$ cat config.mk
export PLATFORM = sky130hd
export DESIGN_NAME = grc_ctrl
export DESIGN_NICKNAME = d
export VERILOG_FILES = /design/src/rtl/core/grc_pkg.sv /design/src/rtl/core/grc_ctrl.sv
export VERILOG_INCLUDE_DIRS = /design/src /design/src/rtl/core
export SDC_FILE = /design/constraint.sdc
export NUM_CORES = 1
export LEC_CHECK = 0
export BUFFER_PORTS_ARGS = -buffer_cell sky130_fd_sc_hd__buf_2
export CORE_AREA = 2 2 39 41
export DETAILED_ROUTE_END_ITERATION = 16
export DIE_AREA = 0 0 41 43
export GPL_TIMING_DRIVEN = 0
export PLACE_DENSITY = 0.66
export SETUP_SLACK_MARGIN = 0.15
export SLEW_MARGIN = 20
export SYNTH_ARGS = -nofsm -noshare
export SYNTH_HDL_FRONTEND = slang
export SYNTH_SLANG_ARGS = --single-unit
$ cat constraint.sdc
create_clock -name clk -period 2 [get_ports clk]
set_input_delay 0.3 -clock clk [delete_from_list [all_inputs] [get_ports clk]]
set_output_delay 0.3 -clock clk [all_outputs]
set_load 0.02 [all_outputs]
$ cat src/rtl/core/grid_ray_wall_cast_defines.svh
// Assertion macros shared by the grid ray caster RTL.
// Define NO_ASSERTIONS to compile them out; no other dependencies.
`ifndef GRID_RAY_WALL_CAST_DEFINES_SVH
`define GRID_RAY_WALL_CAST_DEFINES_SVH
`ifndef NO_ASSERTIONS
// Checked property, suspended while reset is high
`define GRC_ASSERT(lbl, prop, msg) \
  lbl: assert property (@(posedge clk) disable iff (rst) prop) else $error(msg);
// Checked property, active during reset as well
`define GRC_ASSERT_ALWAYS(lbl, prop, msg) \
  lbl: assert property (@(posedge clk) prop) else $error(msg);
`else
`define GRC_ASSERT(lbl, prop, msg)
`define GRC_ASSERT_ALWAYS(lbl, prop, msg)
`endif
`endif

$ cat src/rtl/core/grc_pkg.sv
// Shared types and constants for the grid ray caster.
// No dependencies; used by the controller, datapath and top level.
`default_nettype none
package grc_pkg;

  localparam int MapWidthDef   = 64;
  localparam int MapHeightDef  = 64;
  localparam int TilePixelsDef = 64;

  localparam logic [19:0] Max20  = 20'hFFFFF;
  localparam logic [31:0] InfLen = 32'hFFFFFFFF;
  localparam int          DivSteps = 20;

  typedef struct packed {
    logic               action;
    logic [5:0]         cell_x;
    logic [5:0]         cell_y;
    logic               cell_is_wall;
    logic [19:0]        origin_x;
    logic [19:0]        origin_y;
    logic signed [15:0] dir_x;
    logic signed [15:0] dir_y;
    logic [31:0]        step_len_x;
    logic [31:0]        step_len_y;
  } in_item_t;

  typedef enum logic [3:0] {
    OP_NONE,
    OP_LOAD,
    OP_SX,
    OP_SY,
    OP_IX,
    OP_IY,
    OP_WALK,
    OP_DIV_SETUP,
    OP_DIV_STEP,
    OP_HPX,
    OP_HPY
  } op_t;

  typedef enum logic [3:0] {
    S_IDLE,
    S_SX,
    S_SY,
    S_IX,
    S_IY,
    S_WALK,
    S_DSET,
    S_DIV,
    S_HPX,
    S_HPY,
    S_DONE
  } state_t;

  typedef struct packed {
    op_t  op;
    logic load_out;
    logic out_esc;
  } cmd_t;

  typedef struct packed {
    logic start_out;
    logic walk_end;
    logic walk_esc;
    logic dist_ready;
    logic div_last;
  } status_t;

endpackage
`default_nettype wire

$ cat src/rtl/core/grc_ctrl.sv
// Sequencer for the grid ray caster: accepts beats, steps the datapath.
// Depends on grc_pkg and grid_ray_wall_cast_defines.svh.
`default_nettype none
`include "grid_ray_wall_cast_defines.svh"
module grc_ctrl import grc_pkg::*; (
  input  wire logic    clk,
  input  wire logic    rst,
  input  wire logic    s_tvalid,
  input  wire logic    s_action,
  output logic         s_tready,
  output logic         m_tvalid,
  input  wire logic    m_tready,
  output cmd_t         cmd,
  input  wire status_t status
);

  state_t state, state_next;
  logic   esc, esc_next;
  logic   m_tvalid_next;

  // State, escape flag and output valid
  always_ff @(posedge clk) begin
    if (rst) begin
      state    <= S_IDLE;
      esc      <= 1'b0;
      m_tvalid <= 1'b0;
    end else begin
      state    <= state_next;
      esc      <= esc_next;
      m_tvalid <= m_tvalid_next;
    end
  end

  // Next state and commands
  always_comb begin
    state_next   = state;
    esc_next     = esc;
    s_tready     = 1'b0;
    cmd.op       = OP_NONE;
    cmd.load_out = 1'b0;
    cmd.out_esc  = esc;
    case (state)
      S_IDLE: begin
        s_tready = 1'b1;
        if (s_tvalid) begin
          cmd.op   = OP_LOAD;
          esc_next = 1'b0;
          if (s_action) begin
            state_next = S_SX;
          end
        end
      end
      S_SX: begin
        if (status.start_out) begin
          esc_next   = 1'b1;
          state_next = S_DONE;
        end else begin
          cmd.op     = OP_SX;
          state_next = S_SY;
        end
      end
      S_SY: begin
        cmd.op     = OP_SY;
        state_next = S_IX;
      end
      S_IX: begin
        cmd.op     = OP_IX;
        state_next = S_IY;
      end
      S_IY: begin
        cmd.op     = OP_IY;
        state_next = S_WALK;
      end
      S_WALK: begin
        cmd.op = OP_WALK;
        if (status.walk_end) begin
          esc_next   = status.walk_esc;
          state_next = status.walk_esc ? S_DONE : S_DSET;
        end
      end
      S_DSET: begin
        cmd.op     = OP_DIV_SETUP;
        state_next = status.dist_ready ? S_HPX : S_DIV;
      end
      S_DIV: begin
        cmd.op = OP_DIV_STEP;
        if (status.div_last) begin
          state_next = S_HPX;
        end
      end
      S_HPX: begin
        cmd.op     = OP_HPX;
        state_next = S_HPY;
      end
      S_HPY: begin
        cmd.op     = OP_HPY;
        state_next = S_DONE;
      end
      S_DONE: begin
        if (!m_tvalid || m_tready) begin
          cmd.load_out = 1'b1;
          state_next   = S_IDLE;
        end
      end
      default: state_next = S_IDLE;
    endcase
  end

  // Output valid: set on load, drop when taken
  always_comb begin
    m_tvalid_next = m_tvalid;
    if (cmd.load_out) begin
      m_tvalid_next = 1'b1;
    end else if (m_tready) begin
      m_tvalid_next = 1'b0;
    end
  end

  `GRC_ASSERT(a_load_free, cmd.load_out |-> (!m_tvalid || m_tready), "result overwritten")
  `GRC_ASSERT(a_load_valid, cmd.load_out |=> m_tvalid, "loaded result not shown")
  `GRC_ASSERT(a_cast_busy, (s_tvalid && s_tready && s_action) |=> !s_tready, "cast not held")
  `GRC_ASSERT_ALWAYS(a_rst_idle, $past(rst) |-> (state == S_IDLE && !m_tvalid), "bad reset")

endmodule
`default_nettype wire

==> results of run 1 <==
-- power by group through the flow --
stage	Sequential [W]	Clock, W	Combinational [W]
finish	0.000155	0.000114	0.000348
global route	0.000156	0.000128	0.000383
CTS	0.000154	0.000118	0.000344
detailed placement	0.000156	0	0.000339
global placement	0.000155	0	0.000338
floorplan	0.000150	0	0.000256
-- cells in the mapped netlist --
master     instances  area [um2]
o22ai_1            3        18.8
or2_1              1        6.26
and3b_1            1        8.76
a311oi_1           1        8.76
or2b_2             1        8.76
nand4bb_2          1        16.3
mux2i_1            3        30.0
nor2b_1            3        18.8
nand2b_1           1        6.26
o31ai_1            2        15.0
nand3_1            3        15.0
inv_1              4        15.0
xor2_1             1        8.76
a21boi_0           1        7.51
o21ai_0            5        25.0
nor3_1             3        15.0
buf_6              1        11.3
nor2_1             5        18.8
buf_4              2        15.0
o21a_1             1        7.51
clkbuf_1           2        7.51
or4_1              1        7.51
o211ai_1           2        15.0
a21oi_1           13        65.1
nand2_1            4        15.0
a211oi_1           1        7.51
o31a_1             1        8.76
buf_2              3        15.0
dfxtp_1            6         120
-- final cells by class --
type | count | area share, %
Inverter | 4 | 2.23
Tap cell | 16 | 2.98
Multi-Input combinational cell | 58 | 52.7
Timing Repair Buffer | 17 | 12.7
Buffer | 8 | 8.01
Sequential cell | 6 | 18.1
Clock buffer | 3 | 3.35
-- sequential cells by signal, summed over array words and instances (netlist names) --
register / cells
esc: 1
m_tvalid: 1
state: 4
-- layer usage --
layer  global-route usage [%]  share of wire, %  vias to the layer above
met5                        0                 0                        -
met4                     8.00               1.0                        0
met3                     4.71               5.0                        2
met2                     26.9                45                       19
met1                     24.4                49                      281
li1                         -                 -                      319
-- worst max-delay path by stage --
stage                    end  slack, ns  depth (start not counted)
floorplan           state[2]       0.30                          5
finish                cmd[3]       0.25                          5
global route          cmd[3]       0.16                          5
global placement      cmd[2]       0.41                          5
detailed placement    cmd[2]       0.39                          5
CTS                   cmd[3]       0.18                          5
-- layout by cell type, fill, tap and decap left out --
cell type,instances
dfxtp_1,5
o21ai_0,5
clkbuf_4,3
a21oi_1,13
inv_1,4
dfxtp_2,1
a21boi_0,1
nand2b_1,1
xor2_1,1
nor2b_1,3
or4_1,1
nand3_1,3
o31ai_1,2
mux2i_1,3
o211ai_1,2
nand2_1,4
o21a_1,1
o31a_1,1
a211oi_1,1
a311oi_1,1
o22ai_1,3
clkbuf_2,2
buf_6,1
nand4bb_2,1
buf_2,19
buf_4,3
nor3_1,3
and3b_1,1
nor2_1,5
or2_1,1
or2b_2,1
-- logic make-up after synthesis --
logic type,Yosys count
AOI/OAI and AO/OA,30
and+or+nand+nor,24
buffers and inverters,12
DFF,6
muxes,3
xor gates and xnor gates,1
-- stage by stage --
stage | util (%) | hold WS, ns
floorplan | - | 0.369
global placement | 46.5 | 0.467
detailed placement | 46.5 | 0.477
CTS | 48.4 | 0.311
global route | 48.6 | 0.321
finish | 48.6 | 0.306
-- critical path: cells and delay by family, from the launching register on --
kind | cells | cell delay [ns]
flip-flops | 1 | 0.38
buffers and inverters | 2 | 0.37
AO/OA/AOI/OAI | 2 | 0.23
AND/OR/NAND/NOR | 1 | 0.22
==> metrics.md, run 1 <==
| Metric | Value |
|---|---|
| Max cap viols | 0 |
| Post-CTS Repair Setup Buffers | 0 |
| Clk root buf | clkbuf_4 |
| Multi-input gate area | about 350 um2 |
| Worst Hold Class | in -> reg |
| Critical Path Sink Type | output port |
| Cell Rows | 14 |
| Final worst-path cycle share | about 87% |
| Logic pwr share | around 56% |
| Clk slew on worst S/H paths | 0.05 ns |
| Cell mode on critical path | o21ai_0 |
| WHS Endpoint | m_tvalid |
| Final min period | between 1.5 and 2 ns |
| Register Area | ~120 um2 |
| Fin cells | approximately 110 |
| Initial antenna violation count | 0 |
| Final Instance Area | 672 um2 |
| Vias | a little over 600 |
| Synthesized instance count | 76 |
| DRC | 0 |
| Synth-to-Final Area Change | 24.9% |
| Clk buf depth | 2 |
| Synth Cell Area | ~540 um2 |
| Synth Area in Simple Gates | 25.3% |
| Count of input and output buffers | 17 |
| Adder-cell share of the synthesized area | 0% |
| Syn_area_per_cell | 7.08 um2 |
| Total negative slack | 0 ns |
| # hold bufs at CTS | 0 |
| Inst Count DP | 109 |
| Internal | roughly 0.00035 W |
| Starting Density | between 30% and 40% |
| Synthesized net count | 86 |
| Die H | 43 um |
| Congestion Overflow GR | 0 |
| Critical path type | reg -> out |
| Slowest stage delay, CP | 0.38 ns |
| Worst EP arrival | roughly 1.5 ns |
| Synthesized flop and latch total | 6 |
| Aggregate routed wire length | roughly 1400 um |
| CP max FO | 10 |
| Nets | ~110 |
| Cells on Worst Hold Path | 2 |
| Sequential element share of the synthesized area | ~22% |
| H-tree levels | 1 |
| TritonCTS Sinks | 6 |
| Slowest cell on the critical path | dfxtp_2 |
| Sw Ratio | 43.6% |
| Starting DRT DRC Count | 23 |
| Critical Path Source | state[2] |
| Width of the chip | 41 um |
| Largest net degree at the start of global routing | 11 |
| Filler instances | 144 |
| First-pass DRT Iterations | 6 |
| GP Congestion | 0.904 |
| Psw | about 0.00027 W |
| Crit start category | flop |
| Status | finished clean |
| RSZ-0062 raised after global routing | false |
| Placed Area | between 600 and 700 um2 |
| # diodes | 0 |
| Sequential share of power | between 20% and 30% |
| Post-DP HPWL | ~1000 um |
| FMAX | 573 MHz |
| DIE AREA | between 1500 and 2000 um2 |
| Leak pwr | 0.294 nW |
| WP data required | between 1.5 and 2 ns |
| Synth Area in Compound Gates | between 30% and 40% |
| Clock latency on the worst-skew pair | between 0.2 and 0.25 ns |
| Largest family of logic cells by synthesized area | compound AO/OA/AOI/OAI gates |
| Final hold viol count | 0 |
| Post-DRT Antenna Nets | 0 |
| Layout cells sized above 1 | around 32% |
| Yosys cell types | 29 |
| CTS Buf Count | 3 |
| Crit-path cells | buf_4 -> nor2b_1 -> o21ai_0 -> o21ai_0 -> buf_2 |
| Crit Reg-Reg Endpoint | state[0] |
| Ys Warns | 0 |
| Total GRT Usage | 18.4% |
| Vias/cell | approximately 5.5 |
| Final setup fails | 0 |
| PwrDens | roughly 920 nW/um2 |
| Final-report max-slew violation count | 0 |
| TritonCTS clock tree | done |
| Cell count of the worst reg-to-reg path | 5 |
| Core area | 1380 um2 |
| Reg2reg setup slack | roughly 0.42 ns |
| Max VDD drop | about 440 uV |
| Routed length per placed instance | around 12 um |
| Max_slew headroom | about 77% |
| FF-to-FF Start | state[3] |
| Layout Skew | approximately 0.0032 ns |
| Slew @ Worst Pin | 0.345 ns |
| Fin worst setup slack | between 0.2 and 0.3 ns |
| DP Worst Slack | 0.391 ns |
| Post-cts resize count | 2 |
| Clock network power share | ~18% |
| XOR/XNOR Fraction of Synth Area | 1.63% |
| First-pass GRT wire length | ~2200 um |
| Overall Power | around 0.0006 W |
| Hold_sp | rst |
| I/O pin count | 18 |
| Post-synthesis mux area share | roughly 5.6% |
| Vias in the first global route | 543 |
Power figures use the tool's default switching activity.
==> inputs of run 2 (changes only) <==
--- a/config.mk
+++ b/config.mk
@@ -6,12 +6,11 @@
 export SDC_FILE = /design/constraint.sdc
 export NUM_CORES = 1
 export LEC_CHECK = 0
-export BUFFER_PORTS_ARGS = -buffer_cell sky130_fd_sc_hd__buf_2
 export CORE_AREA = 2 2 39 41
 export DETAILED_ROUTE_END_ITERATION = 16
 export DIE_AREA = 0 0 41 43
+export DONT_BUFFER_PORTS = 1
 export GPL_TIMING_DRIVEN = 0
-export PLACE_DENSITY = 0.66
 export SETUP_SLACK_MARGIN = 0.15
 export SLEW_MARGIN = 20
 export SYNTH_ARGS = -nofsm -noshare
==> run 2 against run 1 <==
Against the previous run:
- first-iteration DRC count fell by 48%
- sequential power about the same
- non-clock buffer count decreased by 17
- via count fell by 9.3%
- critical path depth shrank 1
- sequential share of layout area rose by 2.1 points
==> metrics.md, run 2 (synthesis results as in run 1) <==
| Metric | Value |
|---|---|
| Status | finished clean |
| H-tree levels | 1 (unchanged) |
| Routed length per placed instance | 14.1 um (+16%) |
| FF-to-FF Start | state[2] |
| WP data required | 1.70 ns (about the same) |
| Count of input and output buffers | 0 (-17) |
| Critical Path Source | state[1] |
| TritonCTS clock tree | done |
| Crit start category | flop |
| Cell Rows | 14 (unchanged) |
| CP bufs+invs | 1 (-1) |
| Aggregate routed wire length | 1340 um (-1.9%) |
| Initial antenna violation count | 0 (unchanged) |
| Final hold viol count | 0 (unchanged) |
| Most common cell after layout, fill and taps aside | a21oi_1 |
| Top Registers | state: 4 flops, esc: 1 flops, m_tvalid: 1 flops |
| GP Congestion | 0.732 (-19%) |
| Critical path type | reg -> out |
| Final-report max-slew violation count | 0 (unchanged) |
| Most flop-heavy register | state |
| Critical Path Sink Type | output port |
| Vias/cell | 5.93 (+6.9%) |
| Hold_sp | rst |
| Largest net degree at the start of global routing | 11 (unchanged) |
| Die H | 43 um (unchanged) |
| Slew @ Worst Pin | 0.481 ns (+0.136 ns) |
| First-pass DRT Iterations | 4 (-2) |
| Starting DRT DRC Count | 12 (-48%) |
| FMAX | 579 MHz (+1.1%) |
| Slowest cell on the critical path | dfxtp_1 |
| CP top delay family | simple AND/OR/NAND/NOR gates |
| Total GRT Usage | 16.5% (-1.9 points) |
| Largest register FFs | 4 (unchanged) |
| First-pass GRT wire length | 1950 um (-12%) |
| I/O pin count | 18 (unchanged) |
| PwrDens | 970 nW/um2 (+5.7%) |
| CTS Buf Count | 3 (unchanged) |
| Crit-path cells | buf_2 -> nand2_1 -> xor2_1 -> nor2_1 |
| DRC | 0 (unchanged) |
| Worst Hold Class | in -> reg |
| Layout cells sized above 1 | 22.8% (-9.5 points) |
| Starting Density | 38.9% (unchanged) |
| Max_slew headroom | 68.4% (-8.4 points) |
| Post-DP HPWL | 980 um (-4.7%) |
| CP max FO | 10 (unchanged) |
| Clk root buf | clkbuf_4 |
| Clock latency on the worst-skew pair | 0.24 ns (about the same) |
| Max VDD drop | 298 uV (-32%) |
| Max cap viols | 0 (unchanged) |
| Most frequent cells in the layout | a21oi_1, nor2_1, dfxtp_1 |
| Congestion Overflow GR | 0 (unchanged) |
| Final worst-path cycle share | 86.4% (-0.92 points) |
| Core area | 1380 um2 (unchanged) |
| RSZ-0062 raised after global routing | false |
| Clk slew on worst S/H paths | 0.04 ns (about the same) |
| Final setup fails | 0 (unchanged) |
| Filler instances | 146 (+1.4%) |
| Layout Skew | 0.00560 ns (+0.00243 ns) |
| Synth-to-Final Area Change | 12.1% |
| Overall Power | 0.000585 W (-5.1%) |
| Vias in the first global route | 484 (-11%) |
| Worst EP arrival | 1.43 ns (-0.02 ns) |
| Nets | 91 (-16%) |
| Clk buf depth | 2 (unchanged) |
| Total negative slack | 0 ns (unchanged) |
| Final min period | 1.73 ns (-0.0184 ns) |
| Post-DRT Antenna Nets | 0 (unchanged) |
| DIE AREA | 1760 um2 (unchanged) |
| TritonCTS Sinks | 6 (unchanged) |
| # diodes | 0 (unchanged) |
| Width of the chip | 41 um (unchanged) |
| Leak pwr | 0.223 nW (-24%) |
| Vias | 563 (-9.3%) |
| Slowest stage delay, CP | 0.34 ns (-0.04 ns) |
run 2: changes by cell type in the layout (fill, tap and decap cells not counted):
cell	previous run	this run
o21ai_0	5	4
nor3_1	3	2
nor2b_1	3	2
clkbuf_4	3	4
a211oi_1	1	0
buf_2	19	2
a211oi_2	0	1
buf_4	3	2
nor3_2	0	1
nor2b_2	0	1
o21ai_2	0	1
run 2: area by class of cell:
cell class,instances,area [um2],share of cell area [%]
buffer,8,53.8,8.92
inverter,4,15.0,2.49
tap,16,20.0,3.32
clock buffer,3,22.5,3.73
sequential,6,121,20.1
multi-input combinational,58,370,61.4
run 2: where the power goes:
part	switching (W)	leakage (nW)	internal (W)
Combinational	0.000202	0.160	0.000122
Clock	0.0000395	0.0138	0.0000676
Sequential	0.0000155	0.0493	0.000138
Total	0.000257	0.223	0.000328
run 2: worst paths after layout:
path                            cells past startpoint       end  slack [ns]
worst max-delay path                                4    cmd[4]        0.27
worst min-delay path                                1  m_tvalid        0.12
worst max register to register                      5  state[2]        0.33
worst min register to register                      2       esc        0.50
run 2: stage by stage:
stage	area [um2]	instances	utilization (%)	setup slack [ns]	hold WS [ns]
CTS	594	95	42.9	0.0657	0.115
global route	603	95	43.6	0.171	0.119
floorplan	538	76	-	0.299	0.369
global placement	558	92	40.3	0.0167	0.372
detailed placement	558	92	40.3	0.0320	0.374
finish	603	95	43.6	0.272	0.123
run 2: what timing repair did:
item                       4_1_cts  5_1_grt
resized for setup                4        7
hold buffers                     0        0
pin swaps                        0        2
setup buffers                    0        0
setup endpoints to repair        6        2
run 2: per-layer routing:
metal  track usage [%]  routed length [um]
met5                 0                   0
met4              10.0                  10
met3              5.76                 107
met2              25.6                 653
met1              18.1                 571
==> inputs of run 3 (changes only) <==
--- a/config.mk
+++ b/config.mk
@@ -6,12 +6,14 @@
 export SDC_FILE = /design/constraint.sdc
 export NUM_CORES = 1
 export LEC_CHECK = 0
+export ABC_AREA = 1
 export CORE_AREA = 2 2 39 41
 export DETAILED_ROUTE_END_ITERATION = 16
 export DIE_AREA = 0 0 41 43
 export DONT_BUFFER_PORTS = 1
 export GPL_TIMING_DRIVEN = 0
 export SETUP_SLACK_MARGIN = 0.15
+export SKIP_LAST_GASP = 1
 export SLEW_MARGIN = 20
 export SYNTH_ARGS = -nofsm -noshare
 export SYNTH_HDL_FRONTEND = slang
==> run 3 against run 2 <==
Against the previous run:
- worst hold slack better by 0.0074 ns
- area after synthesis increased by 1.4%
- non-clock buffer count down 6
- utilization down 0.90 points
- design area down 2.1%
- cell count grew 32%
- critical path type unchanged
- largest cell class unchanged
==> metrics.md, run 3 <==
| Metric | Value |
|---|---|
| Die H | 43 um (unchanged) |
| Routing usage on met2 | 31.9% (+6.3 points) |
| Synth Area in Compound Gates | 8.94% (-24 points) |
| GP Congestion | 0.804 (+9.8%) |
| WP data required | 1.70 ns (about the same) |
| DRC | 0 (unchanged) |
| Synth-to-Final Area Change | 8.26% |
| Vias in the first global route | 569 (+18%) |
| Final setup fails | 0 (unchanged) |
| Top Registers | state: 4 flops, esc: 1 flops, m_tvalid: 1 flops |
| Crit-path cells | nor2_1 -> nand2_1 -> inv_1 -> a21oi_1 -> o211ai_1 |
| Synth Cell Area | 546 um2 (+1.4%) |
| Count of input and output buffers | 0 (unchanged) |
| Leak pwr | 0.333 nW (+49%) |
| Ys Warns | 0 (unchanged) |
| Post-DRT Antenna Nets | 0 (unchanged) |
| Post-synthesis mux area share | 0% (-5.6 points) |
| CTS Buf Count | 3 (unchanged) |
| Worst EP arrival | 1.41 ns (-0.02 ns) |
| Number of synthesized flops with an enable pin | 0 (unchanged) |
| M3 GR Usage | 1.57% (-4.2 points) |
| Hold Slack | 0.130 ns (+0.00744 ns) |
| Final hold viol count | 0 (unchanged) |
| Vias/cell | 4.82 (-19%) |
| Layout Skew | 0.00149 ns (-0.00411 ns) |
| Synthesized instance count | 106 (+39%) |
| Sequential element share of the synthesized area | 22.0% (-0.31 points) |
| Crit start category | flop |
| Most Crowded Layer GR | met2 |
| Clk root buf | clkbuf_4 |
| Total GRT Usage | 17.8% (+1.3 points) |
| Main area contributors after synthesis | nand2_1, dfxtp_1, nor2_1 |
| Starting DRT DRC Count | 14 (+2) |
| FMAX | 584 MHz (+0.96%) |
| GR Layer Usage met1 | 17.4% (-0.76 points) |
| I/O pin count | 18 (unchanged) |
| Cell count of the worst reg-to-reg path | 9 (+4) |
| Largest family of logic cells by synthesized area | simple AND/OR/NAND/NOR gates |
| Most common cell after layout, fill and taps aside | nand2_1 |
| First-pass GRT wire length | 2130 um (+8.9%) |
| Post-synth ARST share | 0% (unchanged) |
| Final min period | 1.71 ns (-0.0165 ns) |
| Final-report max-slew violation count | 0 (unchanged) |
| Routed length per placed instance | 10.3 um (-27%) |
| Post-synth top area share | 22.7% (+0.38 points) |
| Yosys cell types | 16 (-45%) |
| Largest register FFs | 4 (unchanged) |
| Max cap viols | 0 (unchanged) |
| Max VDD drop | 641 uV (+110%) |
| Starting Density | 39.4% (+0.54 points) |
| Clk slew on worst S/H paths | 0.04 ns (about the same) |
| Width of the chip | 41 um (unchanged) |
| H-tree levels | 1 (unchanged) |
| TritonCTS Sinks | 6 (unchanged) |
| DP Worst Slack | 0.477 ns (+0.445 ns) |
| Most frequent cells in the layout | nand2_1, nor2_1, inv_1 |
| # diodes | 0 (unchanged) |
| Final worst-path cycle share | 85.6% (-0.82 points) |
| Slew @ Worst Pin | 0.626 ns (+0.146 ns) |
| Aggregate routed wire length | 1290 um (-4.2%) |
| Filler instances | 176 (+21%) |
| Layout cells sized above 1 | 11.0% (-12 points) |
| Critical Path Source | state[3] |
| Nets | 121 (+33%) |
| Worst Hold Class | in -> reg |
| Reg2reg setup slack | 0.69 ns (+0.36 ns) |
| Fin worst setup slack | 0.288 ns (+0.0165 ns) |
| DIE AREA | 1760 um2 (unchanged) |
| PwrDens | 1910 nW/um2 (+97%) |
| Largest net degree at the start of global routing | 8 (-3) |
| Critical Path Sink Type | output port |
| # hold bufs at CTS | 0 (unchanged) |
| Initial antenna violation count | 0 (unchanged) |
| XOR/XNOR Fraction of Synth Area | 0% (-1.6 points) |
| Slowest stage delay, CP | 0.46 ns (+0.12 ns) |
| Slowest cell on the critical path | dfxtp_1 |
| Synth Area in Simple Gates | 56.0% (+31 points) |
| Total negative slack | 0 ns (unchanged) |
| CP max FO | 7 (-3) |
| Post-DP HPWL | 1090 um (+12%) |
| Congestion Overflow GR | 0 (unchanged) |
| Synth top cells by count | nand2_1, nor2_1, inv_1 |
| Synthesized net count | 116 (+35%) |
| Synthesized flop and latch total | 6 (unchanged) |
| Clock latency on the worst-skew pair | 0.24 ns (about the same) |
| RSZ-0062 raised after global routing | false |
| Syn_area_per_cell | 5.15 um2 (-27%) |
| Critical Path End | cmd[2] |
| Placed Area | 566 um2 (+1.3%) |
| Crit Reg-Reg Endpoint | state[3] |
| Clk buf depth | 2 (unchanged) |
| Cell accounting for the most synthesized area | nand2_1 |
| Most frequent cell after synthesis | nand2_1 |
| Final Instance Area | 591 um2 (-2.1%) |
| Cell Rows | 14 (unchanged) |
| Critical path type | reg -> out |
| Most flop-heavy register | state |
| First-pass DRT Iterations | 4 (unchanged) |
| Max_slew headroom | 57.8% (-11 points) |
| Status | finished clean |
| Core area | 1380 um2 (unchanged) |
| Final Util | 42.7% (-0.90 points) |
| TritonCTS clock tree | done |
| Vias | 603 (+7.1%) |
| FF-to-FF Start | state[2] |
| Adder-cell share of the synthesized area | 0% (unchanged) |
| Dominant synthesized flop cell | dfxtp_1 |
[run 3: cell count changes in the layout (fill, tap and decap cells not counted), moves of 2 or more]
| cell | change |
|---|---|
| inv_2 | +2 |
| mux2i_1 | -3 |
| clkbuf_2 | -2 |
| nand3_1 | +3 |
| inv_1 | +9 |
| buf_2 | -2 |
| o31ai_1 | -2 |
| nand2_1 | +29 |
| o22ai_1 | -3 |
| nor2b_1 | -2 |
| nor2_1 | +23 |
| nor2_2 | +5 |
| o21ai_0 | -2 |
| a21oi_1 | -11 |
[run 3: repair_timing]
item / CTS / global route
gates resized for setup: 0 / 1
setup endpoints to repair: 0 / 1
setup buffers: 0 / 0
[run 3: final cells by class]
type / instances / area [um2] / area share [%]
clock buffers: 3 / 22.5 / 3.81
well taps: 16 / 20.0 / 3.39
plain buffers: 2 / 15.0 / 2.54
multi-input cells: 83 / 357 / 60.4
inverters: 15 / 56.3 / 9.53
flip-flops and latches: 6 / 120 / 20.3
[run 3: layer usage]
metal | vias to the layer above | wire, um
met5 | - | 0
met4 | 0 | 11
met3 | 2 | 50
met2 | 13 | 678
met1 | 254 | 547
li1 | 334 | -
[run 3: worst min-delay path by stage]
stage | startpoint | end | slack (ns) | depth (start not counted)
floorplan | rst | m_tvalid | 0.37 | 1
global placement | rst | m_tvalid | 0.37 | 1
detailed placement | rst | m_tvalid | 0.38 | 1
CTS | rst | m_tvalid | 0.12 | 1
global route | rst | m_tvalid | 0.12 | 1
finish | rst | m_tvalid | 0.13 | 1
[run 3: where the power goes]
| part | switching (W) | internal [W] | leakage (nW) |
|---|---|---|---|
| Clock | 0.0000381 | 0.0000675 | 0.0138 |
| Combinational | 0.000544 | 0.000236 | 0.270 |
| Sequential | 0.0000740 | 0.000169 | 0.0495 |
| Total | 0.000656 | 0.000472 | 0.333 |
[run 3: critical path: cells and delay by family (launching register included)]
family,cells,cell delay [ns]
AO/OA/AOI/OAI,2,0.41
buffers and inverters,1,0.06
flip-flops,1,0.46
AND/OR/NAND/NOR,2,0.24
[run 3: logic make-up (layout without fill, tap and decap cells)]
family	count (synthesis)	count (layout)
buffers and inverters	17	20
AOI/OAI and AO/OA	8	8
and+or+nand+nor	75	75
DFF	6	6
[run 3: per-stage QoR]
stage	power, W	cells
2_1_floorplan	0.000893	106
3_3_place_gp	0.00102	122
3_5_place_dp	0.00102	122
4_1_cts	0.00113	125
5_1_grt	0.00129	125
6_report	0.00113	125
